==> config.mk <==
export PLATFORM = sky130hd
export DESIGN_NAME = piecewise_linear_two_value_lut_unit
export DESIGN_NICKNAME = d
export VERILOG_FILES = /design/src/sv/plt_pkg.sv /design/src/sv/plt_mem.sv /design/src/sv/plt_div.sv /design/src/sv/piecewise_linear_two_value_lut_unit.sv
export SDC_FILE = /design/constraint.sdc
export NUM_CORES = 2
export LEC_CHECK = 0
export BUFFER_PORTS_ARGS = -buffer_cell sky130_fd_sc_hd__buf_2
export CAP_MARGIN = 20
export CORE_UTILIZATION = 55
export CTS_BUF_LIST = sky130_fd_sc_hd__clkbuf_4
export CTS_CLUSTER_SIZE = 30
export DETAILED_ROUTE_END_ITERATION = 10
export GPL_TIMING_DRIVEN = 0
export PLACE_DENSITY = 0.74
export SLEW_MARGIN = 0
export SYNTH_ARGS = -nofsm -noshare
export SYNTH_HDL_FRONTEND = slang
export SYNTH_SLANG_ARGS = --single-unit
==> constraint.sdc <==
create_clock -name i_clk -period 11.1 [get_ports i_clk]
set_input_delay 0.555 -clock i_clk [delete_from_list [all_inputs] [get_ports i_clk]]
set_output_delay 0.555 -clock i_clk [all_outputs]
set_load 0.02 [all_outputs]
==> src/sv/plt_pkg.sv <==
// Shared types and constants for the piecewise-linear two-value lookup unit.
package plt_pkg;

    localparam int TABLE_DEPTH_DEF = 32;
    localparam int DIST_W          = 16;
    localparam int VAL_W           = 16;
    localparam int COUNT_W         = 6;
    localparam int SLOT_W          = 5;
    localparam int WIDE_W          = 9;
    localparam int NUM_W           = 35;
    localparam int DIV_STEPS       = 16;
    localparam int DIV_CNT_W       = 4;

    localparam logic OP_LOAD  = 1'b0;
    localparam logic OP_QUERY = 1'b1;

    typedef struct packed {
        logic        [DIST_W-1:0] distance;
        logic signed [VAL_W-1:0]  value_a;
        logic signed [VAL_W-1:0]  value_b;
    } t_entry;

    typedef enum logic [2:0] {
        ST_IDLE,
        ST_SCAN,
        ST_MUL_LO,
        ST_MUL_HI,
        ST_DIV_GO,
        ST_DIV_WAIT
    } t_state;

endpackage

==> src/sv/plt_mem.sv <==
// Breakpoint storage: one write port, one registered read port.
module plt_mem #(
    parameter int TABLE_DEPTH = plt_pkg::TABLE_DEPTH_DEF
) (
    input  logic                           i_clk,
    input  logic                           i_wr_en,
    input  logic [$clog2(TABLE_DEPTH)-1:0] i_wr_addr,
    input  plt_pkg::t_entry                i_wr_data,
    input  logic [$clog2(TABLE_DEPTH)-1:0] i_rd_addr,
    output plt_pkg::t_entry                o_rd_data
);
    import plt_pkg::*;

    t_entry r_mem [TABLE_DEPTH];
    t_entry r_rd_data;

    always_ff @(posedge i_clk) begin
        if (i_wr_en) begin
            r_mem[i_wr_addr] <= i_wr_data;
        end
    end

    always_ff @(posedge i_clk) begin
        r_rd_data <= r_mem[i_rd_addr];
    end

    assign o_rd_data = r_rd_data;

endmodule

==> src/sv/plt_div.sv <==
// Restoring serial divider, one quotient bit per cycle, truncates toward zero.
module plt_div (
    input  logic                                i_clk,
    input  logic                                i_rst_n,
    input  logic                                i_start,
    input  logic signed [plt_pkg::NUM_W-1:0]    i_num,
    input  logic        [plt_pkg::DIST_W-1:0]   i_den,
    output logic                                o_busy,
    output logic                                o_done,
    output logic signed [plt_pkg::VAL_W-1:0]    o_quot
);
    import plt_pkg::*;

    logic                 r_busy;
    logic                 r_done;
    logic [DIV_CNT_W-1:0] r_cnt;
    logic [DIST_W-1:0]    r_rem;
    logic [VAL_W-1:0]     r_dvd;
    logic [DIST_W-1:0]    r_den;
    logic                 r_neg;

    logic [NUM_W-1:0]     mag;
    logic [DIST_W:0]      trial;
    logic [DIST_W:0]      diff;
    logic                 ge;

    assign mag   = i_num[NUM_W-1] ? (~i_num + NUM_W'(1)) : i_num;
    assign trial = {r_rem, r_dvd[VAL_W-1]};
    assign diff  = trial - {1'b0, r_den};
    assign ge    = (trial >= {1'b0, r_den});

    always_ff @(posedge i_clk) begin
        if (!i_rst_n) begin
            r_busy <= 1'b0;
            r_done <= 1'b0;
            r_cnt  <= '0;
        end else begin
            r_done <= 1'b0;
            if (i_start) begin
                r_busy <= 1'b1;
                r_cnt  <= DIV_CNT_W'(DIV_STEPS - 1);
            end else if (r_busy) begin
                r_cnt <= r_cnt - DIV_CNT_W'(1);
                if (r_cnt == '0) begin
                    r_busy <= 1'b0;
                    r_done <= 1'b1;
                end
            end
        end
    end

    always_ff @(posedge i_clk) begin
        if (i_start) begin
            r_rem <= mag[DIST_W+VAL_W-1:VAL_W];
            r_dvd <= mag[VAL_W-1:0];
            r_den <= i_den;
            r_neg <= i_num[NUM_W-1];
        end else if (r_busy) begin
            r_rem <= ge ? diff[DIST_W-1:0] : trial[DIST_W-1:0];
            r_dvd <= {r_dvd[VAL_W-2:0], ge};
        end
    end

    assign o_busy = r_busy;
    assign o_done = r_done;
    assign o_quot = r_neg ? (~r_dvd + VAL_W'(1)) : r_dvd;

endmodule

==> src/sv/piecewise_linear_two_value_lut_unit.sv <==
// Top level: breakpoint table, scan sequencer, shared multiplier and divider.
// Load item: busy stays low, no result.
// Query item: a scan of k entries (k = 1 to entry count, one table read per cycle),
//   then per value two multiply steps and a 16-step divider.
// A clamped query finishes after the scan. Result strobes o_valid for one cycle.
// Synchronous active-low reset clears control and sets the entry count to one;
//   table contents are undefined until loaded.
module piecewise_linear_two_value_lut_unit #(
    parameter int TABLE_DEPTH = plt_pkg::TABLE_DEPTH_DEF
) (
    input  logic                                 i_clk,
    input  logic                                 i_rst_n,
    input  logic                                 start,
    output logic                                 busy,
    input  logic                                 i_opcode,
    input  logic        [plt_pkg::SLOT_W-1:0]    i_entry_index,
    input  logic        [plt_pkg::DIST_W-1:0]    i_entry_distance,
    input  logic signed [plt_pkg::VAL_W-1:0]     i_entry_value_a,
    input  logic signed [plt_pkg::VAL_W-1:0]     i_entry_value_b,
    input  logic        [plt_pkg::DIST_W-1:0]    i_query_distance,
    input  logic                                 i_cfg_wr_en,
    input  logic        [plt_pkg::COUNT_W-1:0]   i_cfg_wr_data,
    output logic                                 o_valid,
    output logic signed [plt_pkg::VAL_W-1:0]     o_value_a,
    output logic signed [plt_pkg::VAL_W-1:0]     o_value_b,
    output logic                                 o_below_range,
    output logic                                 o_above_range
);
    import plt_pkg::*;

    localparam int IDX_W = $clog2(TABLE_DEPTH);
    localparam logic [WIDE_W-1:0] DEPTH_WIDE = WIDE_W'(TABLE_DEPTH);

    t_state                   r_state, n_state;
    logic [COUNT_W-1:0]       r_entry_count;
    logic [IDX_W-1:0]         r_idx, n_idx;
    logic [DIST_W-1:0]        r_q, n_q;
    t_entry                   r_prev, n_prev;
    t_entry                   r_cur, n_cur;
    logic [DIST_W-1:0]        r_span, n_span;
    logic [DIST_W-1:0]        r_t, n_t;
    logic signed [NUM_W-1:0]  r_acc, n_acc;
    logic                     r_chan_b, n_chan_b;
    logic signed [VAL_W-1:0]  r_res_a, n_res_a;
    logic                     r_valid, n_valid;
    logic signed [VAL_W-1:0]  r_value_a, n_value_a;
    logic signed [VAL_W-1:0]  r_value_b, n_value_b;
    logic                     r_below, n_below;
    logic                     r_above, n_above;

    logic [WIDE_W-1:0]        cnt_wide;
    logic [WIDE_W-1:0]        live_wide;
    logic [WIDE_W-1:0]        last_wide;
    logic [IDX_W-1:0]         last_idx;
    logic [WIDE_W-1:0]        wr_wide;
    logic                     wr_en;
    t_entry                   wr_data;
    t_entry                   rd_data;

    logic signed [VAL_W-1:0]   v1, v2;
    logic signed [VAL_W:0]     delta;
    logic signed [VAL_W:0]     op_x, op_y;
    logic signed [2*VAL_W+1:0] product;

    logic                     div_start;
    logic                     div_busy;
    logic                     div_done;
    logic signed [VAL_W-1:0]  div_quot;

    assign busy = (r_state != ST_IDLE);

    assign cnt_wide  = WIDE_W'(r_entry_count);
    assign live_wide = (cnt_wide == '0) ? WIDE_W'(1) :
                       (cnt_wide > DEPTH_WIDE) ? DEPTH_WIDE : cnt_wide;
    assign last_wide = live_wide - WIDE_W'(1);
    assign last_idx  = last_wide[IDX_W-1:0];

    assign wr_wide = WIDE_W'(i_entry_index);
    assign wr_en   = start && !busy && (i_opcode == OP_LOAD) && (wr_wide < DEPTH_WIDE);
    assign wr_data = '{distance: i_entry_distance, value_a: i_entry_value_a,
                       value_b: i_entry_value_b};

    plt_mem #(
        .TABLE_DEPTH(TABLE_DEPTH)
    ) u_mem (
        .i_clk     (i_clk),
        .i_wr_en   (wr_en),
        .i_wr_addr (wr_wide[IDX_W-1:0]),
        .i_wr_data (wr_data),
        .i_rd_addr (n_idx),
        .o_rd_data (rd_data)
    );

    assign v1      = r_chan_b ? r_prev.value_b : r_prev.value_a;
    assign v2      = r_chan_b ? r_cur.value_b : r_cur.value_a;
    assign delta   = {v2[VAL_W-1], v2} - {v1[VAL_W-1], v1};
    assign op_x    = (r_state == ST_MUL_LO) ? {v1[VAL_W-1], v1} : delta;
    assign op_y    = (r_state == ST_MUL_LO) ? $signed({1'b0, r_span}) : $signed({1'b0, r_t});
    assign product = op_x * op_y;

    plt_div u_div (
        .i_clk   (i_clk),
        .i_rst_n (i_rst_n),
        .i_start (div_start),
        .i_num   (r_acc),
        .i_den   (r_span),
        .o_busy  (div_busy),
        .o_done  (div_done),
        .o_quot  (div_quot)
    );

    always_comb begin
        n_state   = r_state;
        n_idx     = r_idx;
        n_q       = r_q;
        n_prev    = r_prev;
        n_cur     = r_cur;
        n_span    = r_span;
        n_t       = r_t;
        n_acc     = r_acc;
        n_chan_b  = r_chan_b;
        n_res_a   = r_res_a;
        n_valid   = 1'b0;
        n_value_a = r_value_a;
        n_value_b = r_value_b;
        n_below   = r_below;
        n_above   = r_above;
        div_start = 1'b0;
        unique case (r_state)
            ST_IDLE: begin
                n_idx = '0;
                if (start && (i_opcode == OP_QUERY)) begin
                    n_q     = i_query_distance;
                    n_state = ST_SCAN;
                end
            end
            ST_SCAN: begin
                if (rd_data.distance >= r_q) begin
                    if (r_idx == '0) begin
                        n_value_a = rd_data.value_a;
                        n_value_b = rd_data.value_b;
                        n_below   = (r_q < rd_data.distance);
                        n_above   = 1'b0;
                        n_valid   = 1'b1;
                        n_state   = ST_IDLE;
                    end else begin
                        n_cur    = rd_data;
                        n_span   = rd_data.distance - r_prev.distance;
                        n_t      = r_q - r_prev.distance;
                        n_chan_b = 1'b0;
                        n_state  = ST_MUL_LO;
                    end
                end else if (r_idx == last_idx) begin
                    n_value_a = rd_data.value_a;
                    n_value_b = rd_data.value_b;
                    n_below   = 1'b0;
                    n_above   = 1'b1;
                    n_valid   = 1'b1;
                    n_state   = ST_IDLE;
                end else begin
                    n_prev = rd_data;
                    n_idx  = r_idx + IDX_W'(1);
                end
            end
            ST_MUL_LO: begin
                n_acc   = NUM_W'(product);
                n_state = ST_MUL_HI;
            end
            ST_MUL_HI: begin
                n_acc   = r_acc + NUM_W'(product);
                n_state = ST_DIV_GO;
            end
            ST_DIV_GO: begin
                div_start = 1'b1;
                n_state   = ST_DIV_WAIT;
            end
            ST_DIV_WAIT: begin
                if (div_done) begin
                    if (!r_chan_b) begin
                        n_res_a  = div_quot;
                        n_chan_b = 1'b1;
                        n_state  = ST_MUL_LO;
                    end else begin
                        n_value_a = r_res_a;
                        n_value_b = div_quot;
                        n_below   = 1'b0;
                        n_above   = 1'b0;
                        n_valid   = 1'b1;
                        n_state   = ST_IDLE;
                    end
                end
            end
            default: begin
                n_state = ST_IDLE;
            end
        endcase
    end

    always_ff @(posedge i_clk) begin
        if (!i_rst_n) begin
            r_state       <= ST_IDLE;
            r_entry_count <= COUNT_W'(1);
            r_valid       <= 1'b0;
            r_idx         <= '0;
            r_chan_b      <= 1'b0;
        end else begin
            r_state  <= n_state;
            r_valid  <= n_valid;
            r_idx    <= n_idx;
            r_chan_b <= n_chan_b;
            if (i_cfg_wr_en) begin
                r_entry_count <= i_cfg_wr_data;
            end
        end
    end

    always_ff @(posedge i_clk) begin
        r_q       <= n_q;
        r_prev    <= n_prev;
        r_cur     <= n_cur;
        r_span    <= n_span;
        r_t       <= n_t;
        r_acc     <= n_acc;
        r_res_a   <= n_res_a;
        r_value_a <= n_value_a;
        r_value_b <= n_value_b;
        r_below   <= n_below;
        r_above   <= n_above;
    end

    assign o_valid       = r_valid;
    assign o_value_a     = r_value_a;
    assign o_value_b     = r_value_b;
    assign o_below_range = r_below;
    assign o_above_range = r_above;

    a_valid_from_work: assert property (@(posedge i_clk) disable iff (!i_rst_n)
        r_valid |-> ($past(r_state) == ST_SCAN || $past(r_state) == ST_DIV_WAIT))
        else $error("result strobe without a finished query");

    a_flags_exclusive: assert property (@(posedge i_clk) disable iff (!i_rst_n)
        r_valid |-> !(r_below && r_above))
        else $error("both clamp flags raised");

    a_div_free: assert property (@(posedge i_clk) disable iff (!i_rst_n)
        (r_state == ST_DIV_GO) |-> !div_busy)
        else $error("divider started while busy");

    a_scan_bound: assert property (@(posedge i_clk) disable iff (!i_rst_n)
        (r_state == ST_SCAN) |-> (r_idx <= last_idx))
        else $error("scan index past last entry");

endmodule
Yosys cells after proc, flatten, opt, wreduce, memory -nomap -nowiden
Memory sizes are Yosys's and may differ from the RTL's. A register that Yosys moved wholly into a read port is not among the register bits.
Cells that the tools add are included.
W data, S select, Z words.
Cells by class
  add/subtract/negate cells: 10
  $mul: 1
  order comparisons: 5
  equal/unequal tests: 13
  mux-type cells: 65
  bitwise gates (word level): 9
  reductions and logical operators: 21
Operators by type and width (count)
  $mux W16: 19
  $pmux W35 S2: 1
  $pmux W16 S2: 2
  $sub A16 B16 Y16: 3
  $add A35 B34 Y35: 1
  $mul A17 B17 Y34: 1
  $add A32 B2 Y32 const B: 1
  $mux W32: 1
  $not A32 Y32: 1
  $mux W1: 23
  $mux W5: 4
  $pmux W3 S6: 1
  $ge A17 B16 Y1: 1
  $mux W17: 1
  $sub A16 B16 Y17: 1
  $add A16 B1 Y16 const B: 1
  $ge A16 B16 Y1: 1
  $lt A16 B16 Y1: 1
  $not A16 Y16: 1
  $mux W3: 4
  $reduce_and A3 Y1: 4
  $pmux W5 S2: 1
  $logic_not A9 Y1: 1
  $mux W4: 2
  other kinds (26): 47
Storage, ports and cells
  bits in registers: 284
  memory bits (writable): 1536
  output and inout port bits: 36
  logic and storage cells: 151
  memories kept: 1
Memories
  u_mem.r_mem: depth 32, width 48, rd ports 1, clocked after Yosys merged registers in 1, write ports 1, RTL line plt_mem.sv:14  | t_entry r_mem [TABLE_DEPTH];

Logic depth before layout (Yosys ltp)
  depth after elaboration: 8
  mapped depth: 53

Cells and area by module
Synthesis repeated with hierarchy kept, for this count alone.
Second synthesis, totals
  cell total of the unflattened synthesis: 6172
  area total of the unflattened synthesis: 88366.0 um2
Modules (own cells, without submodules)
  plt_mem: instances 1, cells each 3364, area an instance 60724.5 um2, sequential area each 47085.2 um2
  piecewise_linear_two_value_lut_unit: instances 1, cells each 2353, area an instance 23397.4 um2, sequential area each 6716.4 um2
  plt_div: instances 1, cells each 455, area an instance 4244.1 um2, sequential area each 1591.5 um2

Least setup slack after synthesis
No wires, ideal clock.
  path type: flip-flop to flip-flop
  from: reg r_chan_b
  to: reg r_acc[31], data pin
  arrival time: 11461 ps
  path slack: -629 ps
  cell stages (with the launch flop): 52
  path buffers: 5
  period minus slack after synthesis: 11729 ps
  path through: dfxtp_1 -> clkbuf_1 -> clkbuf_1 -> clkbuf_1 -> buf_1 -> mux2i_1 -> ha_1 -> fa_1 -> nor2b_1 -> o21ai_0 -> a21boi_0 -> o21ai_0 -> a21oi_1 -> o21ai_1 -> a21oi_1 -> o41ai_1 -> mux2i_1 -> nor4_2 -> [16 not listed] -> a31oi_1 -> nand2_1 -> nand2_1 -> a21o_1 -> a21o_1 -> a21oi_1 -> xnor2_1 -> ha_1 -> nand3_1 -> nor2_1 -> a221oi_1 -> nor2b_1 -> a311o_1 -> a31oi_1 -> o21ai_0 -> a31oi_1 -> xor2_1 -> o21ai_0
Between the ends
  longest elaborated chain between the ends: 6
RTL lines
  start: declaration: RTL line piecewise_linear_two_value_lut_unit.sv:43  | logic r_chan_b, n_chan_b;
  start signal: assignment: RTL line piecewise_linear_two_value_lut_unit.sv:210  | r_chan_b <= n_chan_b;
  $mux W16 (on tied branches): RTL line piecewise_linear_two_value_lut_unit.sv:95, piecewise_linear_two_value_lut_unit.sv:94
  $sub A16 B16 Y17: RTL line piecewise_linear_two_value_lut_unit.sv:96  | assign delta = {v2[VAL_W-1], v2} - {v1[VAL_W-1], v1};
  $mux W17 (*): RTL line piecewise_linear_two_value_lut_unit.sv:97  | assign op_x = (r_state == ST_MUL_LO) ? {v1[VAL_W-1], v1} : delta;
  $mul A17 B17 Y34 (*): RTL line piecewise_linear_two_value_lut_unit.sv:99  | assign product = op_x * op_y;
  $add A35 B34 Y35: RTL line piecewise_linear_two_value_lut_unit.sv:170  | n_acc = r_acc + NUM_W'(product);
  $pmux W35 S2 (*): RTL line piecewise_linear_two_value_lut_unit.sv:129  | unique case (r_state)
  named net n_acc[31]: RTL line piecewise_linear_two_value_lut_unit.sv:42  | logic signed [NUM_W-1:0] r_acc, n_acc;
  end signal: assignment: RTL line piecewise_linear_two_value_lut_unit.sv:223  | r_acc <= n_acc;
  end: declaration: RTL line piecewise_linear_two_value_lut_unit.sv:42
Mark *: on every way through the listed nets, which the timed path passes. The rest lies on a longest branch.
A chain may end at the register's enable or synchronous reset.

Final worst setup path
Same ends and word-level chain as after synthesis.

==> run summary <==
status: finished, final reports clean
slowest cell on the critical path: fa_1
vias in the first global route: 60550
TritonCTS Buffers: 460
maximum number of pins on one net before global-route repair: 58
cell row count: 145
Final min period: 10850 ps
DRT antenna net count: 0
most common cell in the netlist: edfxtp_1
Worst Reg2Reg Path Length in Cells: 45
routed vias/inst: 6.038
Netlist Area Pre-Place: 87200 sq um
NumNets Final: 8212
largest stage delay on the critical path: 560 ps
Die Y: 400.2 um
PD cells: 218.9 nW/um^2
Rel. slew slack: 16.07%
area fraction of the dominant cell type after synthesis: 61.91%
Gate Count Post-Synth: 6864
dpl hpwl: 179900 um
Synth cell types: 76
Crit path required time: 12190 ps
r2r endpoint: r_acc[31]$_DFFE_PP_
critical path class: flip-flop to flip-flop
IO Port Bufs: 114
drt pass-1 iters: 6
global-route wire length before repair: 369100 um
wire per inst: 25.36 um
reg-to-reg slack, setup: 250 ps
Critical Path Start Type: flip-flop
Clock Path Buffers: 4
Worst Hold Endpoint: r_q[12]$_DFFE_PP_
fin util: 63.68%
Hold Crit Depth: 2
number of synthesized flops with an enable pin: 1798
ys async rst share: 0%
most frequent cell on the critical path: fa_1
Fin Hold WS: 82.97 ps
CTS tree: built
Seq/Total Area, Yosys: 63.52%
clk sinks: 1868
fmax: 0.09216 GHz
global route overflow: 0
most frequent cells after synthesis: 1798 x edfxtp_1, 1497 x nand2_1, 441 x inv_1
CTS clock-pin slew for the worst setup and hold paths: 70 ps
worst vdd rail ir drop: 519.8 uV
Hold Fails Final Rpt: 0
prevailing post-synth register cell: edfxtp_1
Root Buffer: clkbuf_4
Ys Warns: 0
htree depth: 5
DRT Wirelength: 255000 um
syn_area_per_cell: 12.70 sq um
design area: 99820 sq um
CP max FO: 8
final-report setup violation count: 0
DP Cell Count: 9126
DR DRC count: 0
biggest area consumer among synthesized cells: edfxtp_1
flop and latch count out of synthesis: 1868
type of the worst min-delay path: input port to flip-flop
Placement Setup Slack: -2459 ps
P_leak: 0.03624 uW
DRT iter0 DRCs: 7436
Clock Latency Late Sink: 1440 ps
RR Startpoint: r_chan_b$_SDFFE_PN0P_
Fin Clk Skew: 242.6 ps
# Max-Cap Violations: 0
area delta synth->final: 14.46%
die width: 400.2 um
initial antenna violation count: 18
share of cells above drive strength 1: 15.60%
CP Capture Type: flip-flop
Area after DPL: 92190 sq um
Net Count, Synth: 7427
via count: 60710
die area: 160200 sq um
Slew Viols, Final: 0
Finished Layout Cells: 10050
main area contributors after synthesis: edfxtp_1 62%, nand2_1 6.4%, fa_1 6.4%
Top Ports: 116
Starting Density: 55.63%
Tcrit/Tclk final: 97.75%
hold path startpoint: i_query_distance[12]
Crit path arrival time: 11940 ps
gr usage total: 31.51%
Worst Tran Pin Value: 1259 ps
final setup margin: 249.5 ps
GPL Wtd Cong: 0.9672
core box area: 156800 sq um
registers in the layout (all words and copies together), names as in the netlist, 3 cells and up:
name and flops:
r_idx 5, u_div.r_dvd 16, r_entry_count 6, r_span 16, u_div.r_den 16, r_prev 48
u_div.r_rem 16, r_q 16, u_div.r_cnt 4, o_value_b 16, r_acc 35, r_t 16
u_mem.o_rd_data 48, r_res_a 16, o_value_a 16, u_mem.r_mem 1536, r_cur 32, r_state 3
worst max path at each step:
stage | startpoint | slack [ps] | to
2_1_floorplan | r_chan_b$_SDFFE_PN0P_ | 40 | r_acc[31]$_DFFE_PP_
3_3_place_gp | r_state[2]$_SDFFE_PN0P_ | -3060 | r_acc[34]$_DFFE_PP_
3_5_place_dp | r_chan_b$_SDFFE_PN0P_ | -2460 | r_acc[34]$_DFFE_PP_
4_1_cts | r_chan_b$_SDFFE_PN0P_ | 30 | r_acc[31]$_DFFE_PP_
5_1_grt | r_chan_b$_SDFFE_PN0P_ | -200 | r_acc[31]$_DFFE_PP_
6_report | r_chan_b$_SDFFE_PN0P_ | 250 | r_acc[31]$_DFFE_PP_
metrics by stage:
| step | power [uW] | TNS (ps) |
|---|---|---|
| after floorplan | 12770 | 0 |
| after global placement | 14460 | -40380 |
| after detailed placement | 14620 | -29340 |
| after CTS | 21070 | 0 |
| after global routing | 22980 | -708.4 |
| final | 21850 | 0 |
routing by layer:
layer	global-route usage (%)	wire length (um)	part of all wire [%]	up-vias
met5	0	70	0.027	-
met4	18.59	15060	5.9	10
met3	7.586	27080	11	821
met2	51.84	122900	48	3797
met1	37.78	89910	35	29520
li1	-	-	-	26560
logic make-up after synthesis:
kind of cell,share of synthesized area (%)
simple gates,11.91
buf+inv,3.495
xor+xnor,1.667
flops,63.52
compound gates,6.728
mux,3.323
fa+ha+maj,9.361
layout make-up:
class	instances	area, sq um
inverters	441	1655
diodes	14	35.03
multi-input cells	4210	29840
flip-flops and latches	1868	55390
fillers	11440	56930
repair buffers	333	3299
well taps	2058	2575
clock buffers	674	5060
clock inverters	121	533.0
plain buffers	335	1426
repair_timing:
| item | 4_1_cts | 5_1_grt |
|---|---|---|
| pin swaps | 24 | 33 |
| endpoints found under the hold margin | 1620 | 0 |
| endpoints found under the setup margin | 18 | 13 |
| resized for setup | 111 | 63 |
| hold buffers | 86 | 0 |
| buffers inserted | 20 | 18 |
critical path: cells and delay by family (launching register included):
family                   cells  cell delay (ps)
AND/OR/NAND/NOR              5              750
XOR/XNOR                     2              360
adder cells (fa/ha/maj)     10             4370
AO/OA/AOI/OAI               18             3350
multiplexers                 2              600
flip-flops                   1              320
buffers and inverters        8              840
cell usage in the layout, fill, tap and decap left out, types with 20 or more instances in the layout:
cell	synthesis	routed
buf_2	75	209
nand3_1	411	411
fa_1	277	272
o21a_1	25	21
o21ai_0	124	113
clkbuf_4	0	674
buf_4	1	41
and3_1	27	26
nand2b_1	37	36
nor2_4	0	32
nor4_1	54	53
buf_1	41	39
nand2_1	1497	1497
ha_1	206	187
clkbuf_1	228	210
clkinv_1	0	102
o31ai_1	21	20
inv_1	441	440
a21o_1	35	34
xor2_1	60	56
dfxtp_1	70	70
mux2_2	52	52
a21oi_1	113	97
nor2b_1	43	41
a31oi_1	215	211
dlygate4sd3_1	0	86
and2_1	22	22
buf_12	0	52
edfxtp_1	1798	1798
nor2_1	230	194
mux2i_1	231	228
xnor2_1	106	92
a32oi_1	194	194
nor3_1	36	35
report_power, final:
group	total [uW]	internal, uW	switching (uW)
clock network	5540	2810	2740
registers	7920	7890	24.6
logic	8390	3650	4740
total	21900	14300	7500
(Power assumes the default switching activity.)
